### src/hw/rtl/two_stage_decimating_fir_top_defines.svh
// ----------------------------------------------------------------------------
// Assertion macros for the two-stage decimating FIR
// Shared implication forms, clocked on i_clk and disabled in reset.
// ----------------------------------------------------------------------------
`ifndef TWO_STAGE_DECIMATING_FIR_TOP_DEFINES_SVH
`define TWO_STAGE_DECIMATING_FIR_TOP_DEFINES_SVH

// same-cycle implication
`define FIR2_ASSERT_IMP(lbl, ante, cons, msg) \
    lbl: assert property (@(posedge i_clk) disable iff (!i_rst_n) (ante) |-> (cons)) else $error(msg);

// next-cycle implication
`define FIR2_ASSERT_NXT(lbl, ante, cons, msg) \
    lbl: assert property (@(posedge i_clk) disable iff (!i_rst_n) (ante) |=> (cons)) else $error(msg);

`endif

### src/hw/rtl/fir2_pkg.sv
// ----------------------------------------------------------------------------
// fir2_pkg
// Types and constants shared by the two-stage decimating FIR.
// ----------------------------------------------------------------------------
`timescale 1ns / 1ps

package fir2_pkg;

    localparam logic [1:0] MODE_SAMPLE = 2'd0;
    localparam logic [1:0] MODE_COEF   = 2'd1;
    localparam logic [1:0] MODE_START  = 2'd2;

    localparam int CFG_IDX_W  = 3;
    localparam int CFG_DATA_W = 8;
    localparam logic [CFG_IDX_W-1:0] CFG_FIRST_DEC  = 3'd0;
    localparam logic [CFG_IDX_W-1:0] CFG_SECOND_DEC = 3'd1;
    localparam logic [CFG_IDX_W-1:0] CFG_FIRST_TAPS = 3'd2;
    localparam logic [CFG_IDX_W-1:0] CFG_SECOND_TAPS = 3'd3;
    localparam logic [CFG_IDX_W-1:0] CFG_SKIP       = 3'd4;

    localparam int QUEUE_DEPTH = 4;
    localparam int MAX_DEC     = 16;
    localparam int ACC_W       = 88;
    localparam int MID_W       = 48;
    localparam int S1_SHIFT    = 13;
    localparam int S2_SHIFT    = 45;
    localparam int HALF_W      = 24;

    localparam logic signed [ACC_W-1:0] S1_BIAS = ACC_W'((64'd1 << S1_SHIFT) - 64'd1);
    localparam logic signed [ACC_W-1:0] S2_BIAS = ACC_W'((64'd1 << S2_SHIFT) - 64'd1);
    localparam logic signed [ACC_W-1:0] MID_HI  = ACC_W'(64'sh0000_7FFF_FFFF_FFFF);
    localparam logic signed [ACC_W-1:0] MID_LO  = -MID_HI - ACC_W'(1);
    localparam logic signed [ACC_W-1:0] OUT_HI  = ACC_W'(64'sh0000_0000_7FFF_FFFF);
    localparam logic signed [ACC_W-1:0] OUT_LO  = -OUT_HI - ACC_W'(1);

    typedef struct packed {
        logic [1:0]         mode;
        logic signed [31:0] sample;
        logic               coef_stage;
        logic [6:0]         coef_index;
        logic signed [31:0] coef_value;
    } t_in;

    typedef struct packed {
        logic signed [31:0] filtered_sample;
        logic               saturated;
    } t_out;

    typedef struct packed {
        logic [4:0] first_decimation;
        logic [4:0] second_decimation;
        logic [7:0] first_taps;
        logic [7:0] second_taps;
        logic [3:0] skip_count;
    } t_cfg;

    typedef enum logic [1:0] {
        K_SAMPLE,
        K_COEF,
        K_START
    } t_kind;

    typedef struct packed {
        t_kind              kind;
        logic               coef_stage;
        logic [6:0]         coef_index;
        logic signed [31:0] value;
    } t_cmd;

    typedef enum logic [2:0] {
        S_IDLE,
        S_RUN,
        S_DRAIN,
        S_FIN1,
        S_FIN2
    } t_state;

endpackage

### src/hw/rtl/fir2_front.sv
// ----------------------------------------------------------------------------
// fir2_front
// Accepts input beats, drops skipped and invalid items, queues commands.
// ----------------------------------------------------------------------------
`timescale 1ns / 1ps

module fir2_front #(
    parameter int MAX_TAPS = 128
) (
    input  logic          i_clk,
    input  logic          i_rst_n,
    input  fir2_pkg::t_cfg i_cfg,
    input  logic          i_in_valid,
    output logic          o_in_stall,
    input  fir2_pkg::t_in i_in_data,
    input  logic          i_full,
    output logic          o_push,
    output fir2_pkg::t_cmd o_cmd
);
    import fir2_pkg::*;

    logic [3:0] r_skipped, n_skipped;
    logic       accept;

    assign o_in_stall = i_full;
    assign accept     = i_in_valid && !i_full;

    always_comb begin
        n_skipped        = r_skipped;
        o_push           = 1'b0;
        o_cmd.kind       = K_SAMPLE;
        o_cmd.coef_stage = i_in_data.coef_stage;
        o_cmd.coef_index = i_in_data.coef_index;
        o_cmd.value      = i_in_data.sample;
        if (accept) begin
            case (i_in_data.mode)
                MODE_SAMPLE: begin
                    if (r_skipped < i_cfg.skip_count) begin
                        n_skipped = r_skipped + 4'd1;
                    end else begin
                        o_push = 1'b1;
                    end
                end
                MODE_COEF: begin
                    o_cmd.kind  = K_COEF;
                    o_cmd.value = i_in_data.coef_value;
                    o_push      = (32'(i_in_data.coef_index) < MAX_TAPS);
                end
                MODE_START: begin
                    o_cmd.kind = K_START;
                    n_skipped  = '0;
                    o_push     = 1'b1;
                end
                default: begin
                    o_push = 1'b0;
                end
            endcase
        end
    end

    always_ff @(posedge i_clk) begin
        if (!i_rst_n) begin
            r_skipped <= '0;
        end else begin
            r_skipped <= n_skipped;
        end
    end

endmodule

### config.mk
export PLATFORM = sky130hd
export DESIGN_NAME = fir2_front
export DESIGN_NICKNAME = d
export VERILOG_FILES = /design/src/hw/rtl/two_stage_decimating_fir_top_defines.svh /design/src/hw/rtl/fir2_pkg.sv /design/src/hw/rtl/fir2_front.sv
export SDC_FILE = /design/constraint.sdc
export NUM_CORES = 1
export LEC_CHECK = 0
export BUFFER_PORTS_ARGS = -buffer_cell sky130_fd_sc_hd__buf_2
export CAP_MARGIN = 20
export CORE_MARGIN = 2
export CORE_UTILIZATION = 31
export DETAILED_ROUTE_END_ITERATION = 10
export PLACE_DENSITY = 0.83
export SLEW_MARGIN = 10
export SYNTH_ARGS = -nofsm -noshare
export SYNTH_HDL_FRONTEND = slang
export SYNTH_SLANG_ARGS = --single-unit
export TNS_END_PERCENT = 50
### constraint.sdc
create_clock -name i_clk -period 2.65 [get_ports i_clk]
set_clock_uncertainty 0.2 [all_clocks]
set_input_delay 0.265 -clock i_clk [delete_from_list [all_inputs] [get_ports i_clk]]
set_output_delay 0.265 -clock i_clk [all_outputs]
set_load 0.01 [all_outputs]
# Word-level counts from Yosys, hierarchy flattened
# Cells that the tools add are included.
[word_totals]
ramBits = 0
regBits = 4
n_memories = 0
latch_bits = 0
word_cells = 21
rom_bits = 0
[op_classes]
n_addsub = 1
n_reduce_logical = 6
mul = 0
n_lt_le_gt_ge = 1
eq_ne = 3
div_mod_pow = 0
n_mux = 9
shift = 0
bitwise_logic = 0
[op_table]
columns = ["op", "count"]
rows = [
  ["$mux 32", 2],
  ["$pmux 4 s2", 1],
  ["$add 4x1->4 const B", 1],
  ["$lt 4x4->1", 1],
  ["$mux 4", 1],
  ["$pmux 2 s2", 1],
  ["$reduce_and 3->1", 1],
  ["$eq 2x1->1 const B", 1],
  ["$eq 2x2->1 const B", 1],
  ["$logic_not 2->1", 1],
  ["$mux 1", 2],
  ["$mux 2", 1],
  ["$ne 2x2->1 const B", 1],
  ["$pmux 1 s2", 1],
  ["$reduce_bool 2->1", 1],
  ["$reduce_or 2->1", 1],
  ["$logic_and 1x1->1", 1],
  ["$logic_not 1->1", 1],
]

# Logic depth before layout (Yosys ltp)
[logic_depth]
depth_word = 4
mapped_depth = 6

# Least setup slack after synthesis
# Ideal clock, no wire load.
[synth_path]
path_type = "register to output"
from = "register r_skipped[2]"
to = "output o_push"
t_required_ns = 2.185
arrival_ns = 1.236
setup_slack_ns = 0.949
stages_incl_launch_ff = 6
path_buffers = 0
path_cell_list = "dfxtp_1 -> ha_1 -> o211ai_2 -> o21ai_0 -> a21oi_1 -> nor3b_1"
[synth_via]
elab_chain_cells = 4
[synth_rtl]
columns = ["element", "line", "rtl"]
rows = [
  ["start, declared", "fir2_front.sv:22", "logic [3:0] r_skipped, n_skipped;"],
  ["start signal, assigned", "fir2_front.sv:65", "r_skipped <= n_skipped;"],
  ["$lt 4x4->1", "fir2_front.sv:38", "if (r_skipped < i_cfg.skip_count) begin"],
  ["$mux 1", "fir2_front.sv:38", ""],
  ["$pmux 1 s2", "fir2_front.sv:36", "case (i_in_data.mode)"],
  ["$mux 1", "fir2_front.sv:35", "if (accept) begin"],
  ["end, declared", "fir2_front.sv:17", "output logic o_push,"],
]
# Every way passes these cells.

# Worst setup path after layout
[layout_path]
from = "register r_skipped[1]"
to = "output o_push"
# Same word-level chain as after synthesis.

==> results.json <==
{
  "first_iter_violations": 20,
  "whs_ns": 0.115,
  "postCtsResizedCells": 0,
  "r2r_end": "r_skipped[2]",
  "clockBufferDepth": 2,
  "syn2layout_area_growth_pct": 53.3,
  "worst_pin_slew_ns": 0.565,
  "tritoncts": "yes",
  "synth_edf_count": 0,
  "clkSinkCount": 4,
  "powerDensity_nw_per_um2": 218,
  "leakage_nw": 0.948,
  "layout-drive-gt1-share": 0.767,
  "largest_reg_flops": 4,
  "port_buffers": 109,
  "syn_nets": 209,
  "status": "finished, final reports clean",
  "grt_pass1_vias": 893,
  "finalInstanceArea_um2": 1500,
  "root_buffer": "clkbuf_4",
  "syn_area_per_cell_um2": 10.5,
  "grt_usage": 0.138,
  "crit_type": "flop to output pin",
  "reg2reg_from": "r_skipped[1]",
  "antenna_found_initial": 0,
  "final.setup.tns_ns": 0,
  "synth_warnings": 0,
  "dpl.hpwl_um": 2790,
  "die_area_um2": 3630,
  "netlist_area_um2": 980,
  "worstPathRequired_ns": 2.18,
  "slew_headroom": 0.623,
  "h-tree-depth": 1,
  "critical_path.startpoint_type": "flop",
  "yosys.cell_types.count": 27,
  "initial_core_util": 0.324,
  "grt_pass1_wl_um": 3800,
  "r2r_cells": 5,
  "power.total_w": 0.000327,
  "crit_path_start": "r_skipped[1]",
  "async_reset_ff_frac": 0,
  "layout_setup_ws_ns": 0.563,
  "ir_drop_mv": 0.0739,
  "clock_latency_ns": 0.24,
  "path_max_fanout": 4,
  "drc": 0,
  "yosysMostFrequentCell": "mux2_4",
  "place_congestion": 0.780,
  "ys_seq_elements": 4,
  "fin_crit_ns": 2.09,
  "synth_area_leaders": "mux2_4 44%, ha_1 10%, dfxtp_1 8.2%",
  "first_pass_iters": 4,
  "overflow": 0,
  "synth_top_area_cell": "mux2_4",
  "fp-row-count": 20,
  "place_ws_ns": 0.572,
  "avgRoutedWirePerCell_um": 13.4,
  "avgViaCountPerCell": 4.48,
  "min_period_over_period": 0.788,
  "top_register": "r_skipped",
  "arrival_ns": 1.62,
  "clk_pin_slew_ns": 0.04,
  "r2r_setup_slack_ns": 0.97,
  "hold_class": "input pin to flop",
  "postSynthCellCount": 93,
  "hold_violations": 0,
  "grt_max_degree": 34,
  "numCtsBuffers": 3,
  "core_area_um2": 3030,
  "synth_flop_cell": "dfxtp_1",
  "final_nets": 311,
  "clock.fmax_mhz": 479,
  "num_antenna_cells": 0,
  "crit_path_end_kind": "output pin",
  "ys_seq_area_frac": 0.0817,
  "die_width_um": 60.2,
  "ioPinCount": 152,
  "endpoint": "o_push",
  "top_regs": "r_skipped (4)",
  "ant_nets": 0,
  "dpl_cell_area_um2": 1480,
  "die_height_um": 60.2,
  "rsz0062_at_grt": "false",
  "max-cap-violations": 0,
  "dr_total_vias": 1062,
  "hold_buffers": 0,
  "yosysTopAreaCellShare": 0.444,
  "postCtsSetupRepairBufs": 0,
  "slew_violations": 0,
  "synth_common_cells": "29 x mux2_4, 9 x buf_4, 8 x ha_1, 8 x inv_1",
  "finalSetupViolCount": 0,
  "wl_um": 3170
}
routing by layer:
layer,GRT usage,wire length (um),vias to the layer above
met3,0.0411,327,10
met2,0.276,1710,64
met4,0.0540,65,0
li1,-,-,528
met5,0,0,-
met1,0.127,1070,460
worst min-delay path by stage:
stage	depth (start not counted)	to	start
after floorplan	2	r_skipped[1]	i_rst_n
after CTS	3	r_skipped[1]	i_rst_n
final	3	r_skipped[1]	i_rst_n
after detailed placement	2	r_skipped[3]	r_skipped[3]
after global placement	2	r_skipped[3]	r_skipped[3]
after global routing	3	r_skipped[1]	i_rst_n
critical path: stages, from the launching register on:
cell and delay, ns:
dfxtp_1 0.39, ha_1 0.22, o211ai_2 0.12, o21ai_0 0.21, a21oi_1 0.10, nor3b_1 0.18
buf_2 0.16
cells in the final DEF, fill, tap and decap left out:
cell type / synthesis / layout
o22ai_1: 1 / 1
nand2_4: 1 / 1
inv_1: 8 / 8
buf_2: 0 / 109
mux2i_1: 1 / 1
nor2b_4: 1 / 1
o21ai_1: 2 / 2
and2_1: 1 / 1
nand2_1: 4 / 4
o211ai_2: 1 / 1
mux2_4: 29 / 29
mux2_2: 3 / 3
nor2_1: 1 / 1
o2111ai_1: 1 / 1
a21oi_1: 2 / 2
nor3b_2: 1 / 1
clkbuf_4: 0 / 3
ha_1: 8 / 8
nand3b_1: 1 / 1
and2b_1: 1 / 1
and3_1: 1 / 1
nand3_1: 4 / 4
o21a_1: 1 / 1
a32oi_1: 2 / 2
dfxtp_1: 4 / 4
o21ai_0: 1 / 1
nor3b_1: 1 / 1
final cells by class:
type | instances | area (um^2)
inverter | 8 | 30.0
fill | 295 | 1530
clock buffer | 3 | 22.5
sequential | 4 | 80.1
tap | 44 | 55.1
multi-input combinational | 69 | 768
timing repair buffer | 109 | 546
power breakdown:
group          internal, W  switching, W  leakage (nW)
sequential       0.0000609   0.000000754        0.0323
combinational     0.000113     0.0000724         0.902
clock            0.0000509     0.0000290        0.0138
total             0.000225      0.000102         0.948
through the flow:
stage               instances  utilization
floorplan                  93            -
global placement          234        0.488
detailed placement        234        0.488
CTS                       237        0.496
global route              237        0.496
finish                    237        0.496
cells by family after synthesis:
kind of cell             share of synthesized area
adder cells (fa/ha/maj)                      0.102
AO/OA/AOI/OAI                               0.0792
AND/OR/NAND/NOR                              0.114
buffers and inverters                        0.134
flip-flops                                  0.0817
multiplexers                                 0.489
No activity file was read; power rests on OpenSTA's default activity.
