`config.mk`:
```
export PLATFORM = sky130hd
export DESIGN_NAME = fir2_fifo
export DESIGN_NICKNAME = d
export VERILOG_FILES = /design/src/hw/rtl/two_stage_decimating_fir_top_defines.svh /design/src/hw/rtl/fir2_fifo.sv
export SDC_FILE = /design/constraint.sdc
export NUM_CORES = 1
export LEC_CHECK = 0
export ABC_AREA = 1
export BUFFER_PORTS_ARGS = -buffer_cell sky130_fd_sc_hd__buf_2
export CAP_MARGIN = 20
export CORE_ASPECT_RATIO = 0.6
export CORE_MARGIN = 4
export CORE_UTILIZATION = 51
export DETAILED_ROUTE_END_ITERATION = 10
export GPL_TIMING_DRIVEN = 1
export PLACE_DENSITY = 0.74
export SLEW_MARGIN = 20
export SYNTH_ARGS = -nofsm -noshare
export SYNTH_HDL_FRONTEND = slang
export SYNTH_SLANG_ARGS = --single-unit
```
`constraint.sdc`:
```
create_clock -name i_clk -period 2.8 [get_ports i_clk]
set_input_delay 0.14 -clock i_clk [delete_from_list [all_inputs] [get_ports i_clk]]
set_output_delay 0.14 -clock i_clk [all_outputs]
set_load 0.03 [all_outputs]
```
`src/hw/rtl/two_stage_decimating_fir_top_defines.svh`:
```
// ----------------------------------------------------------------------------
// Assertion macros for the two-stage decimating FIR
// Shared implication forms, clocked on i_clk and disabled in reset.
// ----------------------------------------------------------------------------
`ifndef TWO_STAGE_DECIMATING_FIR_TOP_DEFINES_SVH
`define TWO_STAGE_DECIMATING_FIR_TOP_DEFINES_SVH

// same-cycle implication
`define FIR2_ASSERT_IMP(lbl, ante, cons, msg) \
    lbl: assert property (@(posedge i_clk) disable iff (!i_rst_n) (ante) |-> (cons)) else $error(msg);

// next-cycle implication
`define FIR2_ASSERT_NXT(lbl, ante, cons, msg) \
    lbl: assert property (@(posedge i_clk) disable iff (!i_rst_n) (ante) |=> (cons)) else $error(msg);

`endif

```
`src/hw/rtl/fir2_fifo.sv`:
```
// ----------------------------------------------------------------------------
// fir2_fifo
// Small register queue between the front and back parts.
// ----------------------------------------------------------------------------
`timescale 1ns / 1ps

module fir2_fifo #(
    parameter int WIDTH = 43,
    parameter int DEPTH = 4
) (
    input  logic             i_clk,
    input  logic             i_rst_n,
    input  logic             i_push,
    input  logic [WIDTH-1:0] i_wdata,
    input  logic             i_pop,
    output logic [WIDTH-1:0] o_rdata,
    output logic             o_empty,
    output logic             o_full
);

    localparam int PW = $clog2(DEPTH);
    localparam int NW = $clog2(DEPTH + 1);

    logic [WIDTH-1:0] r_mem [DEPTH];
    logic [PW-1:0]    r_wp, r_rp, n_wp, n_rp;
    logic [NW-1:0]    r_cnt, n_cnt;
    logic             do_push, do_pop;

    assign o_empty = (r_cnt == '0);
    assign o_full  = (r_cnt == NW'(DEPTH));
    assign o_rdata = r_mem[r_rp];
    assign do_push = i_push && !o_full;
    assign do_pop  = i_pop && !o_empty;

    always_comb begin
        n_wp  = r_wp;
        n_rp  = r_rp;
        n_cnt = r_cnt;
        if (do_push) begin
            n_wp = (r_wp == PW'(DEPTH - 1)) ? '0 : r_wp + PW'(1);
        end
        if (do_pop) begin
            n_rp = (r_rp == PW'(DEPTH - 1)) ? '0 : r_rp + PW'(1);
        end
        if (do_push && !do_pop) begin
            n_cnt = r_cnt + NW'(1);
        end else if (do_pop && !do_push) begin
            n_cnt = r_cnt - NW'(1);
        end
    end

    always_ff @(posedge i_clk) begin
        if (!i_rst_n) begin
            r_wp  <= '0;
            r_rp  <= '0;
            r_cnt <= '0;
        end else begin
            r_wp  <= n_wp;
            r_rp  <= n_rp;
            r_cnt <= n_cnt;
        end
    end

    always_ff @(posedge i_clk) begin
        if (do_push) begin
            r_mem[r_wp] <= i_wdata;
        end
    end

endmodule

```
# Word-level counts from Yosys, hierarchy flattened

Memory sizes are Yosys's and may differ from the RTL's. A register that Yosys moved wholly into a read port is not among the register bits.
Cells that the tools add are included.

Memories: 1
Memory bits (read-only): 0
Latch bits: 0
Logic and storage cells: 29
Output and inout port bits: 45
Input port bits: 47
Flip-flop bits (word level): 7
RAM bits: 172

Memories:

| memory | depth | width | read ports | clocked after Yosys merged registers in | write ports | RTL line        | text |
|---|---|---|---|---|---|---|---|
| r_mem  | 4     | 43    | 1          | 1                                       | 1           | fir2_fifo.sv:24 | `logic [WIDTH-1:0] r_mem [DEPTH];` |

Order comparisons: 0
Divide/modulo/power cells: 0
Eq/ne operators: 3
$add $sub $neg: 4
Multipliers: 0
Shift operators: 0
Multiplexer cells: 8
Bitwise gates (word level): 0
Reductions and logical operators: 10

Operators with widths:

| kind                                             | number |
|---|---|
| two-way mux 2 bit                                | 4 |
| two-way mux 3 bit                                | 2 |
| adder 2 x 1 -> 2 bit, second input constant      | 2 |
| == test 2 bit, second input constant             | 2 |
| logical AND 1 bit                                | 4 |
| logical NOT 1 bit                                | 4 |
| adder 3 x 1 -> 3 bit, second input constant      | 1 |
| == test 3 bit, second input constant             | 1 |
| logical NOT 3 bit                                | 1 |
| subtractor 3 x 1 -> 3 bit, second input constant | 1 |
| two-way mux 1 bit                                | 2 |
| nonzero test 2 bit                               | 1 |

# Depth between registers and ports, before layout

Gate-level depths: netlist of run 1.

Word-level depth: 7
Depth in mapped cells: 13
Depth with buffers taken out: 13

# Least setup slack after synthesis of run 1

No wires, ideal clock.

Kind: register to register
Start: register r_cnt[1]
End: memory r_mem[0][0] (enable)
Slack: -0.141 ns
Cell stages (with the launch flop): 5
Buffers on the path: 0
Data required time: 2.356 ns
Period minus slack after synthesis: 2.941 ns
Library setup time: 0.444 ns
Arrival: 2.498 ns
Path through: dfxtp_1 nor2_1 nand2_1 nand2_1 nor2_1

Cells in the longest elaborated chain, start to end: 5

Ends and longest elaborated chain:

| element                                 | RTL line        | text |
|---|---|---|
| start: declaration                      | fir2_fifo.sv:26 | `logic [NW-1:0] r_cnt, n_cnt;` |
| start signal: assignment                | fir2_fifo.sv:60 | `r_cnt <= n_cnt;` |
| == test 3 bit                           | fir2_fifo.sv:30 | `assign o_full = (r_cnt == NW'(DEPTH));` |
| logical NOT 1 bit                       | fir2_fifo.sv:32 | `assign do_push = i_push && !o_full;` |
| logical AND 1 bit                       | fir2_fifo.sv:32 |  |
| two-way mux 1 bit                       | fir2_fifo.sv:65 | `if (do_push) begin` |
| two-way mux 1 bit (not written as such) | fir2_fifo.sv:66 | `r_mem[r_wp] <= i_wdata;` |
| end: declaration                        | fir2_fifo.sv:24 |  |

Every way passes these cells.

==> summary.md, run 1 <==
| Metric | Value |
|---|---|
| CTS Buffer Depth | 2 |
| Synth Warn # | 0 |
| DRC Markers | 0 |
| Global-route wire length before repair | 23,360 um |
| Top-area cell type share of the netlist area | 75.34% |
| H-tree level count | 4 |
| Internal reg-to-reg setup slack | 660 ps |
| DRT iter0 DRCs | 284 |
| F_max | 414.4 MHz |
| Via count | 4,410 |
| Tot GR Track Use | 19.64% |
| DP Area | 0.007533 mm^2 |
| Fin Hold WS | 23.74 ps |
| Via density | 5.465 |
| Crit Path Class | register to output pin |
| Area growth syn-to-layout | 24.31% |
| Synth Cell Area | 0.006855 mm^2 |
| Pre-CTS setup slack | 680.8 ps |
| Drt pass-1 iters | 4 |
| Antenna Cells | 0 |
| Top-Level Pins | 92 |
| Final Net Count | 678 |
| Max-Cap Viols | 0 |
| Initial antenna violation count | 0 |
| Outcome | finished, final reports clean |
| Min Tclk post-route | 2413 ps |
| Synth unique cells | 19 |
| Commonest non-fill, non-tap cell in the layout | edfxtp_1 |
| Clk slew on worst S/H paths | 60 ps |
| Grt ovf | 0 |
| Worst EP required | 2660 ps |
| Clock Sinks | 181 |
| Hold Buf Count CTS | 43 |
| Skew final | 11.96 ps |
| Met3 wire len | 993 um |
| Crit end category | output pin |
| Most frequent cells in the layout | edfxtp_1 (172), nor2_1 (97), buf_2 (91) |
| Die Span Y | 97.81 um |
| Post-synth top area cell | edfxtp_1 |
| Met2 routed WL | 6917 um |
| Post-synthesis cell count | 487 |
| Met1 Wirelength | 6525 um |
| Post-cts resize count | 0 |
| Worst slew pin tran | 848.0 ps |
| Mapped Nets | 541 |
| Main area contributors after synthesis | edfxtp_1 (75%), o21ai_0 (5.9%), nor2_1 (5.5%) |
| Startpoint types | register |
| PD cells | 978.8 mW/mm^2 |
| Worst vdd ir | 0.4550 mV |
| Worst path arrival time | 2270 ps |
| Yosys reg bits | 181 |
| RSZ-0062 raised after global routing | false |
| Final period util | 86.18% |
| CTS tree | done |
| Remaining antenna violation count after routing | 0 |
| Core area | 0.01301 mm^2 |
| CP max FO | 86 |
| Clock Tree Root | clkbuf_16 |
| Final instance area | 0.008522 mm^2 |
| Post-Route WL | 14,590 um |
| Hold crit path type | input pin to register |
| Setup Buffers After CTS | 0 |
| Fraction of layout cells with a size suffix above 1 | 21.82% |
| Num rows | 32 |
| WL per Instance | 18.07 um |
| Final setup violation count | 0 |
| Total Power | 0.008341 W |
| Leakage | 3.085 nW |
| Clk_lat worst skew | 420 ps |
| Slew HR | 43.47% |
| Fin worst setup slack | 387.1 ps |
| Die area | 0.01542 mm^2 |
| Gpl congestion | 0.7837 |
| # port buffers | 91 |
| CTS Buf Count | 17 |
| Sequential area share after synthesis | 77.97% |
| Top routing layer in use | met4 |
| Final Hold Vio Count | 0 |
| Synth Area per Inst | 14.08 um^2 |
| Max-slew violation count | 0 |
| Vias in the first global route | 4,530 |
| Largest net degree at the start of global routing | 87 |
| Dpl hpwl | 8405 um |
| Die W | 157.7 um |
| Starting density of the core | 52.68% |
-- layer usage --
metal,vias up,GRT usage [%]
li1,2072,-
met1,2171,27.29
met2,150,31.12
met3,17,4.384
met4,0,6.477
met5,-,0
-- power by group --
part / switching [W] / internal, W
Sequential: 0.0000903 / 0.00330
Combinational: 0.00197 / 0.000752
Clock: 0.000998 / 0.00123
-- final timing paths --
kind	depth (start not counted)	end	startpoint
min	3	r_wp[1]	i_rst_n
max reg2reg	9	r_cnt[1]	r_cnt[1]
min reg2reg	2	r_cnt[0]	r_cnt[0]
max	4	o_rdata[22]	register
-- critical path, cell delays in order, from the launching register on --
cell and delay, ps:
dfxtp_2 330, buf_4 620, o21ai_0 200, o22ai_1 350, buf_2 270
-- flip-flops by register name, indices dropped and copies added (netlist names), named ones only --
register  flops
r_cnt         3
r_mem       172
r_rp          2
r_wp          2
-- through the flow --
step	TNS, ps	utilization, %	cells
floorplan	-24280	-	487
global placement	0	57.89	732
detailed placement	0	57.89	732
CTS	0	65.49	807
global route	0	65.49	807
finish	0	65.49	807
-- kinds of logic (layout without fill, tap and decap cells) --
| family | after synthesis | after routing | synth area share, % |
|---|---|---|---|
| AOI/OAI and AO/OA | 134 | 134 | 10.57 |
| adders and majority gates | 7 | 7 | 1.387 |
| buffers and inverters | 45 | 195 | 3.376 |
| DFF | 181 | 181 | 77.97 |
| and+or+nand+nor | 120 | 120 | 6.698 |
-- Yosys cell counts, drive strengths merged --
cell	n
edfxtp	172
dfxtp	9
inv	19
nand2	15
ha	6
clkbuf	11
o21ai	88
nand3b	1
fa	1
nand4	1
nor2	101
a21oi	3
nand3	2
o22ai	43
buf	15
-- area by class of cell --
| type | instances | area, um^2 |
|---|---|---|
| Inverter | 19 | 71.32 |
| Clock inverter | 15 | 132.6 |
| Multi-Input combinational cell | 261 | 1309 |
| Timing Repair Buffer | 144 | 1023 |
| Sequential cell | 181 | 5348 |
| Clock buffer | 17 | 425.4 |
| Fill cell | 936 | 4491 |
| Tap cell | 170 | 212.7 |
No activity file was read; power rests on OpenSTA's default activity.
==> inputs of run 2 (changes only) <==
==> constraint.sdc (replaced) <==
create_clock -name i_clk -period 2.8 [get_ports i_clk]
set_input_delay 0.42 -clock i_clk [delete_from_list [all_inputs] [get_ports i_clk]]
set_output_delay 0.42 -clock i_clk [all_outputs]
set_load 0.03 [all_outputs]
==> run 2 against run 1 <==
  * Critical path depth unchanged
  * Clock power about the same
  * Wire length down 4.5%
  * Count of clock-buffer cells in the layout up 3
  * Largest cell class unchanged
  * Highest routed layer unchanged
==> summary.md, run 2 (same netlist as run 1, synthesis figures left out) <==
| Metric | Value |
|---|---|
| Outcome | finished, final reports clean |
| Final Net Count | 639 |
| F_max | 403.3 MHz |
| Tot GR Track Use | 18.57% |
| CTS Buffer Depth | 2 |
| Critical R2R Launch | r_cnt[1] |
| Area growth syn-to-layout | 18.09% |
| Max-slew violation count | 0 |
| Global-route wire length before repair | 21,760 um |
| Combinational Power Share | 32.0% |
| Worst slew pin tran | 690.5 ps |
| Sequential cell area | 0.005348 mm^2 |
| Commonest non-fill, non-tap cell in the layout | edfxtp_1 |
| Clk_lat worst skew | 420 ps |
| DRT iter0 DRCs | 345 |
| Fin Hold WS | 204.9 ps |
| Crit Path Class | register to output pin |
| Grt ovf | 0 |
| Fillers | 966 |
| Starting density of the core | 52.68% |
| Clock power share | 26.9% |
| Num rows | 32 |
| Internal reg-to-reg setup slack | 550 ps |
| CTS Buf Count | 17 |
| Pre-CTS setup slack | 576.7 ps |
| Reg2reg end | r_cnt[1] |
| Int Power | 0.005265 W |
| Clock Sinks | 181 |
| Largest register FFs | 172 |
| RSZ-0062 raised after global routing | false |
| Drt pass-1 iters | 5 |
| Die area | 0.01542 mm^2 |
| Via density | 5.522 |
| P_sw | 0.003047 W |
| PD cells | 1027 mW/mm^2 |
| Vias in the first global route | 4,211 |
| CP max FO | 24 |
| Clock Tree Root | clkbuf_16 |
| Hold crit path type | input pin to register |
| Hold Buf Count CTS | 0 |
| Setup Buffers After CTS | 0 |
| DP Cell Count | 736 |
| # port buffers | 91 |
| End of the critical path | o_rdata[3] |
| FF-to-FF path depth | 9 |
| Via count | 4,241 |
| CTS tree | done |
| Top Registers | r_mem (172), r_cnt (3) |
| Post-Route WL | 13,940 um |
| Min Tclk post-route | 2479 ps |
| Sequential Power Share | 41.1% |
| Leakage | 2.909 nW |
| Largest Register | r_mem |
| Fin cells | 768 |
| Die W | 157.7 um |
| Final Hold Vio Count | 0 |
| Largest net degree at the start of global routing | 55 |
| Antenna Cells | 0 |
| Slew HR | 53.90% |
| Clk slew on worst S/H paths | 60 ps |
| Dpl hpwl | 8315 um |
| Max-Cap Viols | 0 |
| Top-Level Pins | 92 |
| Final Util | 62.21% |
| Skew final | 6.479 ps |
| Fraction of layout cells with a size suffix above 1 | 23.75% |
| Die Span Y | 97.81 um |
| Worst vdd ir | 0.5652 mV |
| Most frequent cells in the layout | edfxtp_1 (172), nor2_1 (97), buf_2 (91) |
| Crit end category | output pin |
| Sw Share | 36.65% |
| Remaining antenna violation count after routing | 0 |
| WL per Instance | 18.14 um |
| Final setup violation count | 0 |
| Worst path arrival time | 2060 ps |
| Area of the multi-input gates | 0.001309 mm^2 |
| Critical hold path startpoint | i_wdata[20] |
| Worst EP required | 2380 ps |
| Gpl congestion | 0.7844 |
| DRC Markers | 0 |
| Post-cts resize count | 0 |
| Initial antenna violation count | 0 |
| Startpoint types | register |
| Final period util | 88.55% |
| H-tree level count | 4 |
| Fin worst setup slack | 320.7 ps |
| Core area | 0.01301 mm^2 |
==> run 2: changes by cell type in the layout (fill, tap and decap cells not counted), sizes merged <==
cell / change
buf: +4
dlygate4sd3: -43
inv: +2
clkbuf: +3
clkinv: -8
clkinvlp: +3
==> run 2: metal layers <==
layer	up-vias	track usage, %	part of all wire, %
met2	161	27.63	46
met1	2065	26.66	45
met4	0	6.345	1.3
met3	20	5.226	7.8
li1	1995	-	-
met5	-	0	0
==> run 2: layout make-up <==
type	count	share of cell area [%]
inverters	19	0.8810
well taps	170	2.628
clock inverters	12	1.484
clock buffers	20	5.394
repair buffers	105	7.388
flip-flops and latches	181	66.06
multi-input cells	261	16.17
==> run 2: how the worst min path moves through the flow <==
stage               slack [ps]  cells past startpoint            to
CTS                        190                      1  r_mem[1][20]
floorplan                  480                      2      r_cnt[0]
detailed placement         520                      2      r_cnt[0]
global route               200                      1   r_mem[0][8]
finish                     200                      1  r_mem[1][20]
global placement           490                      2      r_cnt[0]
==> run 2: critical path: stages, from the launching register on <==
cell and delay [ps]:
dfxtp_2 580, buf_4 350, o21ai_0 140, o22ai_1 300
buf_2 260
==> run 2: power by group through the flow <==
stage | clock network [W] | logic [W] | registers [W]
4_1_cts | 0.00227 | 0.00268 | 0.00342
5_1_grt | 0.00240 | 0.00288 | 0.00344
6_report | 0.00223 | 0.00266 | 0.00342
3_5_place_dp | 0 | 0.00266 | 0.00348
3_3_place_gp | 0 | 0.00260 | 0.00346
2_1_floorplan | 0 | 0.00186 | 0.00345
==> run 2: per-stage QoR <==
| step | instance area (um^2) | TNS (ps) | total power (W) |
|---|---|---|---|
| after detailed placement | 7538 | 0 | 0.006137 |
| after global routing | 8095 | 0 | 0.008730 |
| final | 8095 | 0 | 0.008312 |
| after global placement | 7538 | 0 | 0.006062 |
| after floorplan | 6855 | -24280 | 0.005307 |
| after CTS | 8095 | 0 | 0.008364 |
